--- src/rtl/core/set_associative_lru_cache_sim_unit_assert.svh ---
// assertion macros for the lru cache tag unit
`ifndef SET_ASSOCIATIVE_LRU_CACHE_SIM_UNIT_ASSERT_SVH
`define SET_ASSOCIATIVE_LRU_CACHE_SIM_UNIT_ASSERT_SVH

`ifndef SYNTHESIS

// consequent must hold in the same cycle
`define SALC_ASSERT_SAME(lbl, clk, rstn, ante, cons) \
  lbl: assert property (@(posedge clk) disable iff (!(rstn)) (ante) |-> (cons)) \
    else $error("cache unit assertion failed");

// consequent must hold in the next cycle
`define SALC_ASSERT_NEXT(lbl, clk, rstn, ante, cons) \
  lbl: assert property (@(posedge clk) disable iff (!(rstn)) (ante) |=> (cons)) \
    else $error("cache unit assertion failed");

`else

`define SALC_ASSERT_SAME(lbl, clk, rstn, ante, cons)
`define SALC_ASSERT_NEXT(lbl, clk, rstn, ante, cons)

`endif

`endif

--- src/rtl/core/salc_ram.sv ---
// generic single-write, single-read ram with registered read data
`default_nettype none

module salc_ram #(
  parameter int WIDTH = 8,
  parameter int DEPTH = 16,
  localparam int AW = (DEPTH > 1) ? $clog2(DEPTH) : 1
) (
  input  logic             clk_i,
  input  logic             we_i,
  input  logic [AW-1:0]    waddr_i,
  input  logic [WIDTH-1:0] wdata_i,
  input  logic             re_i,
  input  logic [AW-1:0]    raddr_i,
  output logic [WIDTH-1:0] rdata_o
);

  logic [WIDTH-1:0] mem_q [DEPTH];
  logic [WIDTH-1:0] rdata_q;

  always_ff @(posedge clk_i) begin
    if (we_i) begin
      mem_q[waddr_i] <= wdata_i;
    end
    if (re_i) begin
      rdata_q <= mem_q[raddr_i];
    end
  end

  assign rdata_o = rdata_q;

endmodule

`default_nettype wire

--- config.mk ---
export PLATFORM = sky130hd
export DESIGN_NAME = salc_ram
export DESIGN_NICKNAME = d
export VERILOG_FILES = /design/src/rtl/core/set_associative_lru_cache_sim_unit_assert.svh /design/src/rtl/core/salc_ram.sv
export SDC_FILE = /design/constraint.sdc
export NUM_CORES = 1
export LEC_CHECK = 0
export BUFFER_PORTS_ARGS = -buffer_cell sky130_fd_sc_hd__buf_4
export CORE_MARGIN = 2
export CORE_UTILIZATION = 40
export CTS_CLUSTER_DIAMETER = 50
export DETAILED_ROUTE_END_ITERATION = 7
export HOLD_SLACK_MARGIN = 0.08
export PLACE_DENSITY_LB_ADDON = 0.1
export SYNTH_ARGS = -nofsm -noshare
export SYNTH_HDL_FRONTEND = slang
export SYNTH_SLANG_ARGS = --single-unit
--- constraint.sdc ---
create_clock -name clk_i -period 1.89 [get_ports clk_i]
set_input_delay 0.4725 -clock clk_i [delete_from_list [all_inputs] [get_ports clk_i]]
set_output_delay 0.4725 -clock clk_i [all_outputs]
set_load 0.02 [all_outputs]
==> results.json <==
{
  "status": "finished clean",
  "avgSynthCellArea_sq_um": 22.83,
  "max-clock-path-buffers": 2,
  "syn_area_sq_um": 5228,
  "crit_required_ps": 2020,
  "clock_latency_ps": 410,
  "skew_ps": 4.393,
  "yosysWarningCount": 0,
  "hold_violations": 0,
  "grt_pass1_wl_mm": 16.09,
  "leakagePower_nw": 2.141,
  "ant_nets": 0,
  "ff2ff_path_depth": 3,
  "synth-seq-cells": 136,
  "worstSetupPathType": "input port to flip-flop",
  "drt_iter0_drc": 155,
  "viasPerCell": 5.222,
  "holdWs_ps": 373.3,
  "die_x_um": 118.3,
  "grt_start_max_net_pins": 20,
  "cts_hold_buf": 0,
  "die-area_sq_um": 14000,
  "area_growth_pct": 21.47,
  "setup_viol": 0,
  "drt_pass1_iterations": 4,
  "crit_slowest_cell": "mux4_1",
  "wl_per_cell_um": 21.76,
  "max_cap_violations": 0,
  "cts-root-buf": "clkbuf_16",
  "dpl.hpwl_mm": 6.941,
  "path_depth": 5,
  "netlist_instances": 229,
  "core.rowCount": 41,
  "endpoint": "rdata_o[5]",
  "cts_resized": 0,
  "endpoint_kind": "flip-flop",
  "fin_util_pct": 50.11,
  "r2r_slack_ps": 420,
  "routed-via-count": 2465,
  "grt_usage_pct": 16.11,
  "crit_chain": "buf_4 > buf_12 > mux4_1 > a22oi_1 > nand2_1",
  "worstPathArrival_ps": 1680,
  "cp_num_buf_inv": 2,
  "io_pins": 27,
  "fin_crit_sh_pct": 81.92,
  "cts.sink_count": 136,
  "rsz0062_at_grt": "no",
  "synth_seq_area_share_pct": 78.12,
  "initial_utilization_pct": 41.26,
  "cts_buffers": 17,
  "grt-ovfl-total": 0,
  "antenna_found_initial": 0,
  "critPathTopFamily": "multiplexers",
  "layout-drive-gt1-share_pct": 31.00,
  "critPathMaxStageDelay_ps": 540,
  "hold_path.class": "input port to flip-flop",
  "layout.nets": 306,
  "critPathLaunchType": "input port",
  "cts_tree": "done",
  "antenna_cells": 0,
  "maxSlewHeadroom_pct": 48.02,
  "r2r-start": "mem_q[1][5]",
  "core-area_sq_um": 12670,
  "power.density_nw_per_um2": 1075,
  "wirelength_mm": 10.27,
  "path_clk_slew_ps": 50,
  "first_global_vias": 2633,
  "portBuffers": 26,
  "period_needed_ps": 1548,
  "dieHeight_um": 118.3,
  "ir_worst_vdd_mv": 0.5783,
  "synth.distinct_cells": 18,
  "fmax_mhz": 645.9,
  "cts_max_level": 4,
  "gp_congestion": 0.7052,
  "post_cts_buffers": 0,
  "r2r-end": "rdata_o[5]",
  "startpoint": "raddr_i[0]",
  "synthesis.nets": 248,
  "drc": 0,
  "tightest_slew_ps": 776.8,
  "finalMaxSlewViolations": 0,
  "critPathMaxFanout": 7
}
==> layout by cell type, fill, tap and decap left out, drive strengths merged <==
| cell | Yosys | layout |
|---|---|---|
| a22oi | 16 | 16 |
| and2 | 1 | 1 |
| and2b | 1 | 1 |
| buf | 7 | 49 |
| bufinv | 0 | 2 |
| clkbuf | 0 | 20 |
| clkinv | 0 | 8 |
| clkinvlp | 0 | 2 |
| edfxtp | 136 | 136 |
| mux4 | 32 | 32 |
| nand2 | 9 | 9 |
| nand2b | 2 | 2 |
| nand3 | 1 | 1 |
| nand3b | 2 | 2 |
| nor2 | 13 | 13 |
| nor2b | 1 | 1 |
| nor3 | 4 | 4 |
| or3b | 1 | 1 |
==> report_power, final <==
group          internal (W)  switching (W)  leakage (nW)  total (W)
Clock               0.00191        0.00113         0.261    0.00304
Sequential          0.00340      0.0000183          1.24    0.00342
Combinational      0.000169       0.000199         0.644   0.000368
Total               0.00548        0.00135          2.14    0.00683
==> metal layers <==
metal / vias up / part of all wire [%] / track usage, %
met2: 62 / 49 / 25.43
li1: 1093 / - / -
met5: - / 0 / 0
met3: 7 / 3.8 / 4.344
met4: 0 / 0.85 / 5.873
met1: 1303 / 46 / 21.55
==> cells in the mapped netlist <==
library cell	count	area share [%]
mux4_1	14	7.0
edfxtp_1	136	78
nand3_1	1	0.096
nand3b_1	2	0.29
or3b_2	1	0.17
nor3_1	4	0.38
and2_1	1	0.12
nor2b_1	1	0.12
and2b_1	1	0.14
a22oi_1	16	2.3
buf_4	1	0.14
nand2b_1	2	0.24
mux4_2	18	7.8
nand2_1	9	0.65
buf_2	3	0.29
nor2_1	13	0.93
clkdlybuf4s25_2	3	0.57
buf_6	3	0.65
==> sequential cells by signal (all words and copies together), names as in the netlist <==
name / cells
mem_q: 128
rdata_o: 8
==> worst min-delay path by stage <==
stage                      start      endpoint  cells past startpoint
floorplan             wdata_i[0]   mem_q[0][0]                      0
global placement    mem_q[12][7]    rdata_o[7]                      3
detailed placement  mem_q[10][1]    rdata_o[1]                      3
CTS                   wdata_i[5]  mem_q[12][5]                      1
global route                re_i    rdata_o[7]                      1
finish                      re_i    rdata_o[7]                      1
==> cells by family after synthesis <==
group	synth area share, %
DFF	78.12
and+or+nand+nor	3.136
muxes	14.79
AOI/OAI and AO/OA	2.298
buffers and inverters	1.651
==> worst register-to-register path: cells and delay by family, from the launching register on <==
kind             cells  cell delay (ps)
AO/OA/AOI/OAI        1              210
multiplexers         1              500
flip-flops           1              350
AND/OR/NAND/NOR      1              130
==> stage by stage <==
stage / instance area, sq um / power (W) / TNS (ps) / setup slack, ps / cells
2_1_floorplan: 5233 / 0.003665 / 0 / 135.1 / 229
3_3_place_gp: 5804 / 0.003852 / -556.2 / -120.3 / 440
3_5_place_dp: 5804 / 0.003858 / -569.2 / -122.9 / 440
4_1_cts: 6350 / 0.006901 / 0 / 325.6 / 472
5_1_grt: 6350 / 0.007052 / 0 / 252.4 / 472
6_report: 6350 / 0.006825 / 0 / 341.7 / 472
==> layout make-up <==
type                       count  area (sq um)
fill                        1055          6321
sequential                   136          4084
multi-input combinational     83          1062
timing repair buffer          49         442.9
clock buffer                  20         436.7
tap                          172         215.2
clock inverter                12         108.9
(Power assumes the default switching activity.)
