==> src/rtl/core/set_associative_lru_cache_sim_unit_assert.svh <==
// assertion macros for the lru cache tag unit
`ifndef SET_ASSOCIATIVE_LRU_CACHE_SIM_UNIT_ASSERT_SVH
`define SET_ASSOCIATIVE_LRU_CACHE_SIM_UNIT_ASSERT_SVH

`ifndef SYNTHESIS

// consequent must hold in the same cycle
`define SALC_ASSERT_SAME(lbl, clk, rstn, ante, cons) \
  lbl: assert property (@(posedge clk) disable iff (!(rstn)) (ante) |-> (cons)) \
    else $error("cache unit assertion failed");

// consequent must hold in the next cycle
`define SALC_ASSERT_NEXT(lbl, clk, rstn, ante, cons) \
  lbl: assert property (@(posedge clk) disable iff (!(rstn)) (ante) |=> (cons)) \
    else $error("cache unit assertion failed");

`else

`define SALC_ASSERT_SAME(lbl, clk, rstn, ante, cons)
`define SALC_ASSERT_NEXT(lbl, clk, rstn, ante, cons)

`endif

`endif

==> src/rtl/core/salc_pkg.sv <==
// shared types and constants for the lru cache tag unit
`default_nettype none

package salc_pkg;

  localparam int DEF_MAX_SET_BITS  = 6;
  localparam int DEF_MAX_WAYS      = 8;
  localparam int DEF_ADDRESS_WIDTH = 64;
  localparam int DEF_COUNT_WIDTH   = 32;

  localparam int CFG_IDX_W  = 2;
  localparam int CFG_DATA_W = 6;

  typedef enum logic [1:0] {
    OP_LOAD   = 2'd0,
    OP_STORE  = 2'd1,
    OP_MODIFY = 2'd2
  } op_e;

  typedef enum logic [1:0] {
    OUT_HIT   = 2'd0,
    OUT_FILL  = 2'd1,
    OUT_EVICT = 2'd2
  } outcome_e;

  typedef enum logic [CFG_IDX_W-1:0] {
    REG_SET_BITS    = 2'd0,
    REG_OFFSET_BITS = 2'd1,
    REG_WAYS        = 2'd2
  } cfg_reg_e;

  typedef struct packed {
    logic     hit;
    logic     evict;
    outcome_e outcome;
  } lookup_t;

endpackage

`default_nettype wire

==> src/rtl/core/salc_way_logic.sv <==
// tag compare, victim choice and lru rank update for one set row
`default_nettype none

module salc_way_logic #(
  parameter int MAX_WAYS      = 8,
  parameter int ADDRESS_WIDTH = 64,
  localparam int RW     = (MAX_WAYS > 1) ? $clog2(MAX_WAYS) : 1,
  localparam int EW     = 1 + RW + ADDRESS_WIDTH,
  localparam int ROW_W  = MAX_WAYS * EW,
  localparam int WAYS_W = $clog2(MAX_WAYS + 1),
  localparam int WAY_W  = (MAX_WAYS > 1) ? $clog2(MAX_WAYS) : 1
) (
  input  logic                     row_ok_i,
  input  logic [ROW_W-1:0]         row_i,
  input  logic [ADDRESS_WIDTH-1:0] tag_i,
  input  logic [WAYS_W-1:0]        ways_i,
  output logic [ROW_W-1:0]         row_o,
  output logic [WAY_W-1:0]         way_o,
  output salc_pkg::lookup_t        look_o
);

  import salc_pkg::*;

  localparam int ORW = RW + 1;

  logic                     v_e   [MAX_WAYS];
  logic [RW-1:0]            r_e   [MAX_WAYS];
  logic [ADDRESS_WIDTH-1:0] t_e   [MAX_WAYS];
  logic [MAX_WAYS-1:0]      in_use;
  logic [MAX_WAYS-1:0]      hit_vec;
  logic [MAX_WAYS-1:0]      free_vec;
  logic [MAX_WAYS-1:0]      old_vec;
  logic [WAY_W-1:0]         hit_way;
  logic [WAY_W-1:0]         free_way;
  logic [WAY_W-1:0]         old_way;
  logic [WAY_W-1:0]         sel_way;
  logic                     any_hit;
  logic                     any_free;
  logic [ORW-1:0]           old_rank;
  logic [RW-1:0]            lru_rank;

  assign lru_rank = RW'(ways_i - WAYS_W'(1));

  // unpack; a row never written since the last flush reads as empty
  always_comb begin
    for (int i = 0; i < MAX_WAYS; i++) begin
      v_e[i]      = row_ok_i & row_i[i*EW + EW - 1];
      r_e[i]      = row_ok_i ? row_i[i*EW + ADDRESS_WIDTH +: RW] : '0;
      t_e[i]      = row_i[i*EW +: ADDRESS_WIDTH];
      in_use[i]   = (WAYS_W'(i) < ways_i);
      hit_vec[i]  = in_use[i] & v_e[i] & (t_e[i] == tag_i);
      free_vec[i] = in_use[i] & ~v_e[i];
      // valid ranks form a permutation, so the oldest has rank ways-1
      old_vec[i]  = in_use[i] & (r_e[i] == lru_rank);
    end
  end

  // lowest-numbered way wins in each search
  always_comb begin
    hit_way  = '0;
    free_way = '0;
    old_way  = '0;
    for (int i = MAX_WAYS - 1; i >= 0; i--) begin
      if (hit_vec[i]) begin
        hit_way = WAY_W'(i);
      end
      if (free_vec[i]) begin
        free_way = WAY_W'(i);
      end
      if (old_vec[i]) begin
        old_way = WAY_W'(i);
      end
    end
  end

  assign any_hit  = |hit_vec;
  assign any_free = |free_vec;

  always_comb begin
    if (any_hit) begin
      sel_way        = hit_way;
      old_rank       = {1'b0, r_e[hit_way]};
      look_o.outcome = OUT_HIT;
    end else if (any_free) begin
      sel_way        = free_way;
      old_rank       = ORW'(MAX_WAYS);
      look_o.outcome = OUT_FILL;
    end else begin
      sel_way        = old_way;
      old_rank       = {1'b0, r_e[old_way]};
      look_o.outcome = OUT_EVICT;
    end
    look_o.hit   = any_hit;
    look_o.evict = ~any_hit & ~any_free;
  end

  assign way_o = sel_way;

  // chosen way becomes most recent, younger valid ways age by one
  always_comb begin
    for (int i = 0; i < MAX_WAYS; i++) begin
      if (WAY_W'(i) == sel_way) begin
        row_o[i*EW +: EW] = {1'b1, {RW{1'b0}}, tag_i};
      end else if (v_e[i] && ({1'b0, r_e[i]} < old_rank)) begin
        row_o[i*EW +: EW] = {1'b1, RW'(r_e[i] + 1'b1), t_e[i]};
      end else begin
        row_o[i*EW +: EW] = {v_e[i], r_e[i], t_e[i]};
      end
    end
  end

endmodule

`default_nettype wire
==> config.mk <==
export PLATFORM = sky130hd
export DESIGN_NAME = salc_way_logic
export DESIGN_NICKNAME = d
export VERILOG_FILES = /design/src/rtl/core/set_associative_lru_cache_sim_unit_assert.svh /design/src/rtl/core/salc_pkg.sv /design/src/rtl/core/salc_way_logic.sv
export SDC_FILE = /design/constraint.sdc
export NUM_CORES = 2
export LEC_CHECK = 0
export BUFFER_PORTS_ARGS = -buffer_cell sky130_fd_sc_hd__buf_2
export CAP_MARGIN = 0
export CORE_AREA = 2 2 458 460
export DETAILED_ROUTE_END_ITERATION = 8
export DIE_AREA = 0 0 460 462
export PLACE_DENSITY = 0.3
export SETUP_SLACK_MARGIN = 0.1
export SKIP_LAST_GASP = 1
export SLEW_MARGIN = 20
export SYNTH_ARGS = -nofsm -noshare
export SYNTH_HDL_FRONTEND = slang
export SYNTH_SLANG_ARGS = --single-unit
export TNS_END_PERCENT = 100
==> constraint.sdc <==
create_clock -name vclk -period 8.39
set_input_delay 0 -clock vclk [all_inputs]
set_output_delay 0 -clock vclk [all_outputs]
set_load 0.02 [all_outputs]
==> results_dict.tcl <==
set metrics [dict create \
    outcome "completed" \
    nClkBuffers 0 \
    synth-seq-area-share 0 \
    cts_hold_buf 0 \
    cts_setup_buffers 0 \
    design.seq.count 0 \
    final-setup-viol-count 0 \
    setup_tns_ps 0 \
    syn_nets 2861 \
    die_width_um 460 \
    synth_top_area_frac 0.1463 \
    core_area_sq_um 208100 \
    whs_path_depth 4 \
    ff_latch_area_sq_um 0 \
    drc 0 \
    port_buffers 1164 \
    max_freq_mhz 148.6 \
    cts_resized 0 \
    via_per_inst 4.027 \
    vias 24510 \
    p_per_area_nw_per_um2 85.44 \
    dieArea_sq_um 212500 \
    drt_iter0_drc 2215 \
    syn_avg_cell_area_sq_um 7.102 \
    cp_data_arrival_time_ps 6730 \
    place_hpwl_mm 254.3 \
    grt_pass1_wl_mm 336.2 \
    syn_to_final_growth_pct 60.07 \
    crit_chain "buf_2 -> buf_4 -> xor2_1 -> nor4_1 -> nand2_1 -> nor4_1 -> a22oi_1 -> a21oi_1 -> a21oi_1 -> mux2_2 -> mux2i_2 -> buf_4 -> ha_1 -> nor3_1 -> nor2_1 -> o21ai_1 -> nor3_1 -> nor3_1 -> buf_2" \
    mostFrequentLayoutCell "buf_2" \
    mostFrequentLayoutCells "buf_2 (1164), nand2_1 (281), xor2_1 (228), mux2_2 (205), xnor2_1 (180)" \
    post-route-min-period_ps 6728 \
    fin_cells 6086 \
    drtAntennaViolNets 0 \
    worstMarginPinSlew_ps 1182 \
    die_h_um 462 \
    netlist_top_cells_area "mux2_2 (15%), xor2_1 (13%), xnor2_1 (10%)" \
    syn_inst 2222 \
    grt_antenna_before_repair 220 \
    worstPathMaxFanout 10 \
    drt_wl_total_mm 286.6 \
    yosys.area.top_type "mux2_2" \
    dp.cells 6028 \
    place_congestion 0.8899 \
    crit_type "in -> out" \
    dr.pass1.iters 5 \
    hold_viol_final 0 \
    period_share 0.8020 \
    critical_path_required_ps 8390 \
    drive_gt1_frac 0.4834 \
    io_pins 1164 \
    wl_per_cell_um 47.09 \
    fin_nets 3949 \
    rsz0062_at_grt "false" \
    p_leak_uw 0.01107 \
    row_count 168 \
    hold_class "in -> out" \
    cpMostUsedCell "nor3_1" \
    grt_max_degree 82 \
    grt_pass1_vias 23300 \
    slowest_stage "nor4_1" \
    grtUsageTotal 0.2561 \
    synthesis.area_sq_um 15780 \
    slew_violations 0 \
    yosys_warnings 0 \
    setup.worst_path.start_class "primary input" \
    overflow 0 \
    synth_cell_types 84 \
    cp-end-kind "output port" \
    slew-limit-headroom 0.2048 \
    ir_drop_v 0.00002766 \
    cap_violations 0 \
    start_util 0.07583 \
    cpPeakStageDelay_ps 890 \
]
==> area by class of cell <==
class	count	area (sq um)
antenna	58	145.1
fill	24530	182800
inverter	109	409.1
multi-input combinational	1906	14430
tap	2720	3403
timing repair buffer	1293	6869
==> power breakdown <==
group / switching, uW / internal [uW] / leakage (uW)
sequential: 0 / 0 / 0
combinational: 1550 / 606 / 0.0111
clock: 0 / 0.000235 / 0.000000365
total: 1550 / 606 / 0.0111
==> cell usage after synthesis, drive strengths merged (6+ instances only) <==
library cell and n:
buf 155, mux2 328, mux2i 23, o22ai 25, ha 26, a31oi 6, nand2b 49, clkbuf 52
a211o 7, and2 10, xnor2 180, nand4 64, o211ai 6, o21a 8, inv 106, nor2 54
nor2b 71, xor2 229, o31ai 7, o21ai 208, nand3 32, a2111oi 23, nor4 78, nand2 283
a21oi 29, o221ai 14, o2111ai 20, or4 13, and3 10, nor3 30, and4 6
==> worst max-delay path: cells and delay by family <==
family	cells	cell delay (ps)
AO/OA/AOI/OAI	4	1550
XOR/XNOR	1	120
adder cells (fa/ha/maj)	1	240
buffers and inverters	4	1460
multiplexers	2	720
AND/OR/NAND/NOR	7	2590
==> path summary, 6_finish.rpt <==
kind,startpoint,to,slack (ps)
max,tag_i[39],row_o[66],1660
min,row_i[273],row_o[273],360
==> metal layers <==
metal  track usage  part of all wire  up-vias  wire, um
li1              -                 -    10090         -
met1        0.3110              0.41    12350    117800
met2        0.4361              0.47     1557    135100
met3       0.08004             0.084      408     24210
met4       0.06220             0.031      108      8882
met5             0            0.0024        -       683
==> stage by stage <==
| step | cell area [sq um] | worst slack (ps) | hold WS [ps] | total power [uW] | utilization |
|---|---|---|---|---|---|
| 3_5_place_dp | 25110 | 1283 | 361.1 | 2173 | 0.1207 |
| 4_1_cts | 25110 | 1297 | 362.6 | 2182 | 0.1207 |
| 6_report | 25260 | 1662 | 358.7 | 2158 | 0.1214 |
| 2_1_floorplan | 15780 | 3706 | 159.4 | 920.5 | - |
| 3_3_place_gp | 25050 | 1084 | 361.8 | 2183 | 0.1204 |
| 5_1_grt | 25180 | 1232 | 375.1 | 2238 | 0.1210 |
==> logic make-up (layout without fill, tap and decap cells) <==
logic type / Yosys count / count (layout) / synth area share
AO/OA/AOI/OAI: 396 / 396 / 0.1621
XOR/XNOR: 409 / 409 / 0.2282
adder cells (fa/ha/maj): 26 / 26 / 0.02062
buffers and inverters: 316 / 1402 / 0.09285
multiplexers: 351 / 351 / 0.2601
other: 0 / 58 / 0
AND/OR/NAND/NOR: 724 / 724 / 0.2362
Power figures use the tool's default switching activity.
